$ cat src/cma_pkg.sv
// Shared types, widths and the reciprocal table of the centered moving average block.
// No dependencies; compile first.
package cma_pkg;

  localparam int MAX_HALF_WINDOW = 15;
  localparam int RING_DEPTH      = 32;
  localparam int H_CAP = (MAX_HALF_WINDOW < (RING_DEPTH - 1) / 2) ?
                         MAX_HALF_WINDOW : (RING_DEPTH - 1) / 2;

  localparam int PRESS_W = 16;
  localparam int COORD_W = 16;
  localparam int HW_W    = 4;
  localparam int SUM_W   = 21;
  localparam int AGE_W   = $clog2(RING_DEPTH);
  localparam int PEND_W  = $clog2(H_CAP + 2);
  localparam int CNT_W   = $clog2(2 * H_CAP + 2);
  localparam int FILL_W  = 5;
  localparam logic [FILL_W-1:0] FILL_MAX = '1;

  // APB
  localparam int PADDR_W = 3;
  localparam int PDATA_W = 32;
  localparam logic [PADDR_W-3:0] REG_HALF_WINDOW = '0;
  localparam logic [HW_W-1:0] HALF_WINDOW_RST = HW_W'(2);

  // floor(2^SUM_W / c), c = 1..31; entry 0 is never used
  localparam int RCP_W   = SUM_W + 1;
  localparam int RCP_ONE = 1 << SUM_W;
  localparam logic [RCP_W-1:0] RECIP_TBL [32] = '{
    RCP_W'(0),            RCP_W'(RCP_ONE / 1),  RCP_W'(RCP_ONE / 2),  RCP_W'(RCP_ONE / 3),
    RCP_W'(RCP_ONE / 4),  RCP_W'(RCP_ONE / 5),  RCP_W'(RCP_ONE / 6),  RCP_W'(RCP_ONE / 7),
    RCP_W'(RCP_ONE / 8),  RCP_W'(RCP_ONE / 9),  RCP_W'(RCP_ONE / 10), RCP_W'(RCP_ONE / 11),
    RCP_W'(RCP_ONE / 12), RCP_W'(RCP_ONE / 13), RCP_W'(RCP_ONE / 14), RCP_W'(RCP_ONE / 15),
    RCP_W'(RCP_ONE / 16), RCP_W'(RCP_ONE / 17), RCP_W'(RCP_ONE / 18), RCP_W'(RCP_ONE / 19),
    RCP_W'(RCP_ONE / 20), RCP_W'(RCP_ONE / 21), RCP_W'(RCP_ONE / 22), RCP_W'(RCP_ONE / 23),
    RCP_W'(RCP_ONE / 24), RCP_W'(RCP_ONE / 25), RCP_W'(RCP_ONE / 26), RCP_W'(RCP_ONE / 27),
    RCP_W'(RCP_ONE / 28), RCP_W'(RCP_ONE / 29), RCP_W'(RCP_ONE / 30), RCP_W'(RCP_ONE / 31)
  };

  typedef logic [PRESS_W-1:0]        press_t;
  typedef logic signed [COORD_W-1:0] coord_t;

  // one chain cell: running stroke sum up to this sample, plus its position
  typedef struct packed {
    logic [SUM_W-1:0] csum;
    coord_t           x;
    coord_t           y;
  } cell_t;

  typedef struct packed {
    logic             valid;
    logic [SUM_W-1:0] sum;
    logic [CNT_W-1:0] count;
  } div_req_t;

  typedef struct packed {
    logic             valid;
    logic [SUM_W-1:0] quot;
  } div_rsp_t;

endpackage

$ cat src/cma_stream_if.sv
// Valid/ready stream interfaces for sample words in and result words out.
// Depends on cma_pkg.
interface cma_sample_if;
  logic            valid;
  logic            ready;
  cma_pkg::press_t pressure_in;
  cma_pkg::coord_t x_in;
  cma_pkg::coord_t y_in;
  logic            stroke_end;

  modport source (output valid, pressure_in, x_in, y_in, stroke_end, input ready);
  modport sink   (input valid, pressure_in, x_in, y_in, stroke_end, output ready);
endinterface

interface cma_result_if;
  logic            valid;
  logic            ready;
  cma_pkg::press_t pressure_out;
  cma_pkg::coord_t x_out;
  cma_pkg::coord_t y_out;
  logic            last_out;

  modport source (output valid, pressure_out, x_out, y_out, last_out, input ready);
  modport sink   (input valid, pressure_out, x_out, y_out, last_out, output ready);
endinterface

$ cat src/centered_moving_average_clamped.sv
// Top level: centered moving average of pen pressure with the window clamped at stroke ends.
// Depends on cma_pkg, cma_stream_if, cma_cell and cma_div.
//
//   port      dir  handshake      word
//   sample_i  in   valid/ready    pressure_in, x_in, y_in, stroke_end
//   result_o  out  valid/ready    pressure_out, x_out, y_out, last_out
//   APB       in   psel/penable   half_window at byte address 0 (pready tied high)
//
// An item is accepted, then passes the emit check; each result it releases takes three
// reads of the chain through its single read mux, the divider, a load of the output
// register, and the next emit check.
// A stalled output holds the sequencer in its load state; one finished result may
// wait in the output register while the next sample is taken.
// Reset clears control state only; the chain contents are undefined until written.
module centered_moving_average_clamped (
  input  logic                        clk_i,
  input  logic                        rst_ni,
  cma_sample_if.sink                  sample_i,
  cma_result_if.source                result_o,
  input  logic                        psel,
  input  logic                        penable,
  input  logic                        pwrite,
  input  logic [cma_pkg::PADDR_W-1:0] paddr,
  input  logic [cma_pkg::PDATA_W-1:0] pwdata,
  output logic [cma_pkg::PDATA_W-1:0] prdata,
  output logic                        pready
);
  import cma_pkg::*;

  // sequencer states
  localparam logic [2:0] ST_IDLE   = 3'd0;
  localparam logic [2:0] ST_CHECK  = 3'd1;  // decide whether the oldest pending sample leaves
  localparam logic [2:0] ST_RD_HI  = 3'd2;  // running sum at the window's newest sample
  localparam logic [2:0] ST_RD_MID = 3'd3;  // position of the centre sample
  localparam logic [2:0] ST_RD_LO  = 3'd4;  // running sum just before the window, start divide
  localparam logic [2:0] ST_DIV    = 3'd5;
  localparam logic [2:0] ST_PUSH   = 3'd6;

  logic [2:0] state_q, state_d;

  // config
  logic [HW_W-1:0] hw_q, hw_d;
  logic [HW_W-1:0] eff_h;
  logic            cfg_wr;

  // stroke bookkeeping
  logic [PEND_W-1:0] pend_q, pend_d;    // samples whose result has not left yet
  logic [FILL_W-1:0] fill_q, fill_d;    // results already out in this stroke, saturating
  logic [SUM_W-1:0]  clast_q, clast_d;  // running sum of the newest sample, zero at stroke start
  logic              end_q, end_d;

  // per-result plan, ages count from the newest sample (age 0)
  logic [AGE_W-1:0] hi_age_q, hi_age_d;
  logic [AGE_W-1:0] mid_age_q, mid_age_d;
  logic [AGE_W-1:0] lo_age_q, lo_age_d;
  logic             zero_lo_q, zero_lo_d;
  logic [CNT_W-1:0] cnt_q, cnt_d;
  logic             last_q, last_d;

  logic [SUM_W-1:0] c_hi_q, c_hi_d;
  coord_t           x_q, x_d, y_q, y_d;
  press_t           quot_q, quot_d;

  // output register
  logic   out_valid_q, out_valid_d;
  press_t out_p_q, out_p_d;
  coord_t out_x_q, out_x_d, out_y_q, out_y_d;
  logic   out_last_q, out_last_d;
  logic   out_free;

  // sample chain
  cell_t            cell_q [RING_DEPTH];
  cell_t            new_cell;
  cell_t            rd_cell;
  logic [AGE_W-1:0] sel_age;
  logic             accept;

  div_req_t div_req;
  div_rsp_t div_rsp;

  // emit-check arithmetic
  logic [PEND_W-1:0] pm1;
  logic [HW_W-1:0]   left4, right4;
  logic              fill_le_h;
  logic              emit;

  // ---------------------------------------------------------------- config port
  assign pready = 1'b1;
  assign cfg_wr = psel && penable && pwrite && (paddr[PADDR_W-1:2] == REG_HALF_WINDOW);
  assign hw_d   = cfg_wr ? pwdata[HW_W-1:0] : hw_q;
  assign prdata = (paddr[PADDR_W-1:2] == REG_HALF_WINDOW) ? PDATA_W'(hw_q) : '0;
  assign eff_h  = (hw_q > HW_W'(H_CAP)) ? HW_W'(H_CAP) : hw_q;

  // ---------------------------------------------------------------- chain of cells
  // cell 0 takes the new sample; every cell hands its word one place older
  assign accept         = sample_i.valid && sample_i.ready;
  assign new_cell.csum  = clast_q + SUM_W'(sample_i.pressure_in);
  assign new_cell.x     = sample_i.x_in;
  assign new_cell.y     = sample_i.y_in;

  for (genvar i = 0; i < RING_DEPTH; i++) begin : g_cell
    if (i == 0) begin : g_head
      cma_cell u_cell (
        .clk_i   (clk_i),
        .shift_i (accept),
        .d_i     (new_cell),
        .q_o     (cell_q[i])
      );
    end else begin : g_body
      cma_cell u_cell (
        .clk_i   (clk_i),
        .shift_i (accept),
        .d_i     (cell_q[i-1]),
        .q_o     (cell_q[i])
      );
    end
  end

  // one read tap, steered by the sequencer
  always_comb begin
    unique case (state_q)
      ST_RD_HI:  sel_age = hi_age_q;
      ST_RD_MID: sel_age = mid_age_q;
      default:   sel_age = lo_age_q;
    endcase
  end
  assign rd_cell = cell_q[sel_age];

  // ---------------------------------------------------------------- divider
  assign div_req.valid = (state_q == ST_RD_LO);
  assign div_req.sum   = c_hi_q - (zero_lo_q ? SUM_W'(0) : rd_cell.csum);
  assign div_req.count = cnt_q;

  cma_div u_div (
    .clk_i  (clk_i),
    .rst_ni (rst_ni),
    .req_i  (div_req),
    .rsp_o  (div_rsp)
  );

  // ---------------------------------------------------------------- emit check
  // Window of the oldest pending sample (age pend-1): right side is h, or what is
  // left of the stroke on a flush; left side is cut at the stroke's first sample,
  // in which case nothing is subtracted from the running sum.
  assign pm1       = pend_q - PEND_W'(1);
  assign fill_le_h = (fill_q <= FILL_W'(eff_h));
  assign left4     = fill_le_h ? fill_q[HW_W-1:0] : eff_h;
  assign right4    = (end_q && (pm1 < PEND_W'(eff_h))) ? pm1[HW_W-1:0] : eff_h;
  assign emit      = end_q ? (pend_q != '0) : (pend_q > PEND_W'(eff_h));

  assign out_free = !out_valid_q || result_o.ready;

  // ---------------------------------------------------------------- sequencer
  always_comb begin
    state_d   = state_q;
    pend_d    = pend_q;
    fill_d    = fill_q;
    clast_d   = clast_q;
    end_d     = end_q;
    hi_age_d  = hi_age_q;
    mid_age_d = mid_age_q;
    lo_age_d  = lo_age_q;
    zero_lo_d = zero_lo_q;
    cnt_d     = cnt_q;
    last_d    = last_q;
    c_hi_d    = c_hi_q;
    x_d       = x_q;
    y_d       = y_q;
    quot_d    = quot_q;
    out_valid_d = out_valid_q && !result_o.ready;
    out_p_d     = out_p_q;
    out_x_d     = out_x_q;
    out_y_d     = out_y_q;
    out_last_d  = out_last_q;

    unique case (state_q)
      ST_IDLE: begin
        if (accept) begin
          clast_d = new_cell.csum;
          pend_d  = pend_q + PEND_W'(1);
          end_d   = sample_i.stroke_end;
          state_d = ST_CHECK;
        end
      end
      ST_CHECK: begin
        if (emit) begin
          hi_age_d  = AGE_W'(pm1) - AGE_W'(right4);
          mid_age_d = AGE_W'(pm1);
          lo_age_d  = AGE_W'(pend_q) + AGE_W'(left4);
          zero_lo_d = fill_le_h;
          cnt_d     = CNT_W'(left4) + CNT_W'(right4) + CNT_W'(1);
          last_d    = end_q && (pend_q == PEND_W'(1));
          state_d   = ST_RD_HI;
        end else begin
          if (end_q) begin
            // stroke done: next sample opens a new one
            fill_d  = '0;
            clast_d = '0;
            end_d   = 1'b0;
          end
          state_d = ST_IDLE;
        end
      end
      ST_RD_HI: begin
        c_hi_d  = rd_cell.csum;
        state_d = ST_RD_MID;
      end
      ST_RD_MID: begin
        x_d     = rd_cell.x;
        y_d     = rd_cell.y;
        state_d = ST_RD_LO;
      end
      ST_RD_LO: begin
        state_d = ST_DIV;
      end
      ST_DIV: begin
        if (div_rsp.valid) begin
          quot_d  = div_rsp.quot[PRESS_W-1:0];
          state_d = ST_PUSH;
        end
      end
      ST_PUSH: begin
        if (out_free) begin
          out_valid_d = 1'b1;
          out_p_d     = quot_q;
          out_x_d     = x_q;
          out_y_d     = y_q;
          out_last_d  = last_q;
          pend_d      = pend_q - PEND_W'(1);
          fill_d      = (fill_q == FILL_MAX) ? fill_q : fill_q + FILL_W'(1);
          state_d     = ST_CHECK;
        end
      end
      default: begin
        state_d = ST_IDLE;
      end
    endcase
  end

  always_ff @(posedge clk_i or negedge rst_ni) begin
    if (!rst_ni) begin
      state_q     <= ST_IDLE;
      hw_q        <= HALF_WINDOW_RST;
      pend_q      <= '0;
      fill_q      <= '0;
      clast_q     <= '0;
      end_q       <= 1'b0;
      out_valid_q <= 1'b0;
    end else begin
      state_q     <= state_d;
      hw_q        <= hw_d;
      pend_q      <= pend_d;
      fill_q      <= fill_d;
      clast_q     <= clast_d;
      end_q       <= end_d;
      out_valid_q <= out_valid_d;
    end
  end

  always_ff @(posedge clk_i) begin
    hi_age_q   <= hi_age_d;
    mid_age_q  <= mid_age_d;
    lo_age_q   <= lo_age_d;
    zero_lo_q  <= zero_lo_d;
    cnt_q      <= cnt_d;
    last_q     <= last_d;
    c_hi_q     <= c_hi_d;
    x_q        <= x_d;
    y_q        <= y_d;
    quot_q     <= quot_d;
    out_p_q    <= out_p_d;
    out_x_q    <= out_x_d;
    out_y_q    <= out_y_d;
    out_last_q <= out_last_d;
  end

  // ---------------------------------------------------------------- ports
  assign sample_i.ready        = (state_q == ST_IDLE);
  assign result_o.valid        = out_valid_q;
  assign result_o.pressure_out = out_p_q;
  assign result_o.x_out        = out_x_q;
  assign result_o.y_out        = out_y_q;
  assign result_o.last_out     = out_last_q;

`ifndef SYNTHESIS
  a_pend_bound: assert property (@(posedge clk_i) disable iff (!rst_ni)
    pend_q <= PEND_W'(H_CAP + 1))
    else $error("pending count beyond window reach");

  a_accept_check: assert property (@(posedge clk_i) disable iff (!rst_ni)
    accept |=> (state_q == ST_CHECK))
    else $error("accepted sample not followed by emit check");

  a_div_rsp_state: assert property (@(posedge clk_i) disable iff (!rst_ni)
    div_rsp.valid |-> (state_q == ST_DIV))
    else $error("divider result outside wait state");

  a_last_drains: assert property (@(posedge clk_i) disable iff (!rst_ni)
    ((state_q == ST_PUSH) && out_free && last_q) |=> (pend_q == '0))
    else $error("samples left pending after last result");
`endif

endmodule

$ cat src/cma_cell.sv
// One storage cell of the sample chain; loads its neighbor's word on shift.
// Depends on cma_pkg.
module cma_cell (
  input  logic           clk_i,
  input  logic           shift_i,
  input  cma_pkg::cell_t d_i,
  output cma_pkg::cell_t q_o
);
  import cma_pkg::*;

  cell_t data_q;

  always_ff @(posedge clk_i) begin
    if (shift_i) begin
      data_q <= d_i;
    end
  end

  assign q_o = data_q;

endmodule

$ cat src/cma_div.sv
// Four-stage divider: window sum by sample count via reciprocal table plus one correction.
// Depends on cma_pkg.
module cma_div (
  input  logic              clk_i,
  input  logic              rst_ni,
  input  cma_pkg::div_req_t req_i,
  output cma_pkg::div_rsp_t rsp_o
);
  import cma_pkg::*;

  localparam int PROD_W = SUM_W + RCP_W;
  localparam int QC_W   = SUM_W + CNT_W;

  logic v1_q, v2_q, v3_q, v4_q;

  logic [SUM_W-1:0] sum1_q, sum2_q, sum3_q;
  logic [CNT_W-1:0] cnt1_q, cnt2_q, cnt3_q;
  logic [RCP_W-1:0] rcp1_q;
  logic [SUM_W-1:0] q0_2_q, q0_3_q, quot_q;
  logic [QC_W-1:0]  qc3_q;

  logic [PROD_W-1:0] prod;
  logic [QC_W-1:0]   qc;
  logic [SUM_W-1:0]  rem;
  logic              bump;

  // q0 is the quotient or one short of it
  assign prod = PROD_W'(sum1_q) * PROD_W'(rcp1_q);
  assign qc   = QC_W'(q0_2_q) * QC_W'(cnt2_q);
  assign rem  = sum3_q - qc3_q[SUM_W-1:0];
  assign bump = (rem >= SUM_W'(cnt3_q));

  always_ff @(posedge clk_i or negedge rst_ni) begin
    if (!rst_ni) begin
      v1_q <= 1'b0;
      v2_q <= 1'b0;
      v3_q <= 1'b0;
      v4_q <= 1'b0;
    end else begin
      v1_q <= req_i.valid;
      v2_q <= v1_q;
      v3_q <= v2_q;
      v4_q <= v3_q;
    end
  end

  always_ff @(posedge clk_i) begin
    sum1_q <= req_i.sum;
    cnt1_q <= req_i.count;
    rcp1_q <= RECIP_TBL[req_i.count];

    sum2_q <= sum1_q;
    cnt2_q <= cnt1_q;
    q0_2_q <= prod[SUM_W +: SUM_W];

    sum3_q <= sum2_q;
    cnt3_q <= cnt2_q;
    q0_3_q <= q0_2_q;
    qc3_q  <= qc;

    quot_q <= bump ? (q0_3_q + SUM_W'(1)) : q0_3_q;
  end

  assign rsp_o.valid = v4_q;
  assign rsp_o.quot  = quot_q;

endmodule
$ cat src/flat_wrapper.sv
// flat-port wrapper written by rule: the top's interface ports become plain ports
module centered_moving_average_clamped_flat import cma_pkg::*;
  (clk_i, rst_ni, psel, penable, pwrite, paddr, pwdata, prdata, pready, sample_i_valid, sample_i_pressure_in, sample_i_x_in, sample_i_y_in, sample_i_stroke_end, sample_i_ready, result_o_valid, result_o_pressure_out, result_o_x_out, result_o_y_out, result_o_last_out, result_o_ready);
  cma_sample_if sample_i_i ();
  cma_result_if result_o_i ();
  input  logic clk_i;
  input  logic rst_ni;
  input  logic psel;
  input  logic penable;
  input  logic pwrite;
  input  logic [cma_pkg::PADDR_W-1:0] paddr;
  input  logic [cma_pkg::PDATA_W-1:0] pwdata;
  output logic [cma_pkg::PDATA_W-1:0] prdata;
  output logic pready;
  input wire logic [$bits(sample_i_i.valid)-1:0] sample_i_valid;
  input wire logic [$bits(sample_i_i.pressure_in)-1:0] sample_i_pressure_in;
  input wire logic [$bits(sample_i_i.x_in)-1:0] sample_i_x_in;
  input wire logic [$bits(sample_i_i.y_in)-1:0] sample_i_y_in;
  input wire logic [$bits(sample_i_i.stroke_end)-1:0] sample_i_stroke_end;
  output wire logic [$bits(sample_i_i.ready)-1:0] sample_i_ready;
  output wire logic [$bits(result_o_i.valid)-1:0] result_o_valid;
  output wire logic [$bits(result_o_i.pressure_out)-1:0] result_o_pressure_out;
  output wire logic [$bits(result_o_i.x_out)-1:0] result_o_x_out;
  output wire logic [$bits(result_o_i.y_out)-1:0] result_o_y_out;
  output wire logic [$bits(result_o_i.last_out)-1:0] result_o_last_out;
  input wire logic [$bits(result_o_i.ready)-1:0] result_o_ready;
  assign sample_i_i.valid = sample_i_valid;
  assign sample_i_i.pressure_in = sample_i_pressure_in;
  assign sample_i_i.x_in = sample_i_x_in;
  assign sample_i_i.y_in = sample_i_y_in;
  assign sample_i_i.stroke_end = sample_i_stroke_end;
  assign sample_i_ready = sample_i_i.ready;
  assign result_o_valid = result_o_i.valid;
  assign result_o_pressure_out = result_o_i.pressure_out;
  assign result_o_x_out = result_o_i.x_out;
  assign result_o_y_out = result_o_i.y_out;
  assign result_o_last_out = result_o_i.last_out;
  assign result_o_i.ready = result_o_ready;
  centered_moving_average_clamped u_core (.clk_i(clk_i), .rst_ni(rst_ni), .sample_i(sample_i_i), .result_o(result_o_i), .psel(psel), .penable(penable), .pwrite(pwrite), .paddr(paddr), .pwdata(pwdata), .prdata(prdata), .pready(pready));
endmodule
$ cat config.mk
export PLATFORM = sky130hd
export DESIGN_NAME = centered_moving_average_clamped_flat
export DESIGN_NICKNAME = d
export VERILOG_FILES = /design/src/cma_pkg.sv /design/src/cma_stream_if.sv /design/src/centered_moving_average_clamped.sv /design/src/cma_cell.sv /design/src/cma_div.sv /design/src/flat_wrapper.sv
export SDC_FILE = /design/constraint.sdc
export NUM_CORES = 2
export LEC_CHECK = 0
export BUFFER_PORTS_ARGS = -buffer_cell sky130_fd_sc_hd__buf_4
export CORE_MARGIN = 2
export CORE_UTILIZATION = 57
export DETAILED_ROUTE_END_ITERATION = 6
export PLACE_DENSITY = 0.88
export SLEW_MARGIN = 10
export SYNTH_ARGS = -nofsm -noshare
export SYNTH_HDL_FRONTEND = slang
export SYNTH_HIERARCHICAL = 1
export SYNTH_SLANG_ARGS = --single-unit
$ cat constraint.sdc
create_clock -name clk_i -period 46.4 [get_ports clk_i]
set_input_delay 4.64 -clock clk_i [delete_from_list [all_inputs] [get_ports clk_i]]
set_output_delay 4.64 -clock clk_i [all_outputs]
set_load 0.05 [all_outputs]
==> flow_summary.toml <==
[detailed_routing]
drt_wl_total_um = 235700
viasPerCell = 6.453
drc = 0
drt-initial-drc-count = 7433
vias = 54850
ant_nets = 0
first_pass_iters = 6
wl_per_cell_um = 27.72

[timing]
tightest_slew_ns = 1.440
maxSlewHeadroom_pct = 3.895
min_period_over_period_pct = 21.07
finalHoldViolCount = 0
fin_skew_ns = 0.06309
max_freq_ghz = 0.1023
post-route-min-period_ns = 9.775
setup_violations = 0
rsz0062_at_grt = "false"
slew_viol_final = 0
setup_tns_ns = 0

[placement]
dp_hpwl_um = 123900
gp_congestion = 0.8679
io_buffers = 115

[worst_hold_path]
holdCritPathClass = "register to register"
hold_start = "u_core/u_div/sum2_q[10]"
min_to = "u_core/u_div/sum3_q[10]"
min_delay_path_depth = 0

[critical_path]
crit_path_end_kind = "register"
worstPathArrival_ns = 10.21
rr_endpoint = "u_core/u_div/q0_2_q[17]"
worstPathRequired_ns = 46.84
path_class = "input pin to register"
r2r-start = "u_core/u_div/sum1_q[6]"
critPathMaxFanout = 194
ff2ff_setup_slack_ns = 38.38
start_kind = "input pin"
r2r_cells = 23

[logic_synthesis]
yosys_warnings = 6
syn_inst = 6047
syn_area_per_cell_um2 = 16.09
synth.cell_area_um2 = 97320

[floorplan]
ios = 175
dieArea_um2 = 174100
initial_core_util_pct = 57.42
core_um2 = 169500
chipWidth_um = 417.2
die_h_um = 417.2
rows = 151

[finish]
fillers = 10609
seq_area_um2 = 59720
multiInputGateArea_um2 = 34080
drive_gt1_share_pct = 15.20
syn_to_final_growth_pct = 9.152
final_nets = 6906

[global_routing]
overflow = 0
grt_max_degree = 195
grt_pass1_wl_um = 356400
grt_pass1_vias = 57807
globalRouteTotalUtil_pct = 27.16
antenna_found_initial = 6

[clock_tree]
clk_pin_slew_ns = 0.06
post_cts_buffers = 0
insertion_delay_ns = 0.84
clock-sinks = 2054
numCtsBuffers = 194
root_buffer = "clkbuf_16"
htree_levels = 4
cts_tree = "done"
clk_path_buf_depth = 3
ctsHoldBuffers = 0
cts.repair.resized = 0

[flow_run]
cap_violations = 0

[status]
status = "finished clean"
## layout by cell type, fill, tap and decap left out, types with 161 or more instances in the layout
master     count
clkbuf_16    195
ha_1         267
mux4_2       417
nand2_1      404
fa_1         431
inv_1        560
edfxtp_1    1836
mux2i_1      161
a21oi_1      172
and2_1       313
dfxtp_1      173
## flip-flops by register name (all words and copies together) (netlist names), 21 cells and up
name                             cells
u_core/g_cell.g_head.u_cell/q_o     53
u_core/g_cell.g_body.u_cell/q_o   1643
u_core/u_div/sum3_q                 21
u_core/u_div/q0_2_q                 21
u_core/u_div/qc3_q                  21
u_core/u_div/sum2_q                 21
u_core/c_hi_q                       21
u_core/u_div/rcp1_q                 22
u_core/u_div/sum1_q                 21
u_core/clast_q                      21
## area by class of cell
class | count | share of cell area [%]
Tap cell | 2218 | 2.613
Timing Repair Buffer | 166 | 1.251
Clock inverter | 111 | 1.027
Inverter | 562 | 1.993
Sequential cell | 2054 | 56.22
Multi-Input combinational cell | 3139 | 32.08
Clock buffer | 245 | 4.799
Antenna cell | 5 | 0.01178
## worst max-delay path, cell delays in order
cell and delay [ns]:
buf_4 0.11, nand2_1 0.29, inv_8 0.86, buf_4 1.06
buf_12 0.76, buf_4 1.07, buf_4 1.03
## how the worst max path moves through the flow
stage / slack (ns) / endpoint / start
after floorplan: 18.08 / u_core/clast_q[10] / sample_i_valid
after global placement: 36.33 / u_core/g_cell[0].g_head.u_cell/q_o[16] / sample_i_valid
after detailed placement: 36.02 / u_core/g_cell[0].g_head.u_cell/q_o[17] / sample_i_valid
after CTS: 36.68 / prdata[3] / paddr[2]
after global routing: 36.29 / u_core/g_cell[4].g_body.u_cell/q_o[21] / sample_i_valid
final: 36.63 / u_core/g_cell[3].g_body.u_cell/q_o[18] / sample_i_valid
## stage by stage
stage | instance area [um^2] | util, % | setup WS (ns) | hold slack (ns) | instances
6_report | 106200 | 62.68 | 36.63 | 0.3209 | 8500
4_1_cts | 106200 | 62.65 | 36.68 | 0.3214 | 8494
2_1_floorplan | 97420 | - | 18.08 | 0.3096 | 6074
3_5_place_dp | 99990 | 59.00 | 36.02 | 0.3121 | 8138
3_3_place_gp | 99990 | 59.00 | 36.33 | 0.3110 | 8138
5_1_grt | 106200 | 62.68 | 36.29 | 0.3312 | 8498
## layer usage
metal / GRT usage, % / wire length [um] / vias up
met2: 45.94 / 119100 / 3818
met5: 0 / 52 / -
met4: 15.11 / 13840 / 8
met1: 33.18 / 81140 / 27928
met3: 4.949 / 21500 / 857
li1: - / - / 22239
Power is left out: the tool's default activity adds up to more than one toggle a clock period on the data nets, which glitch-free logic cannot reach.
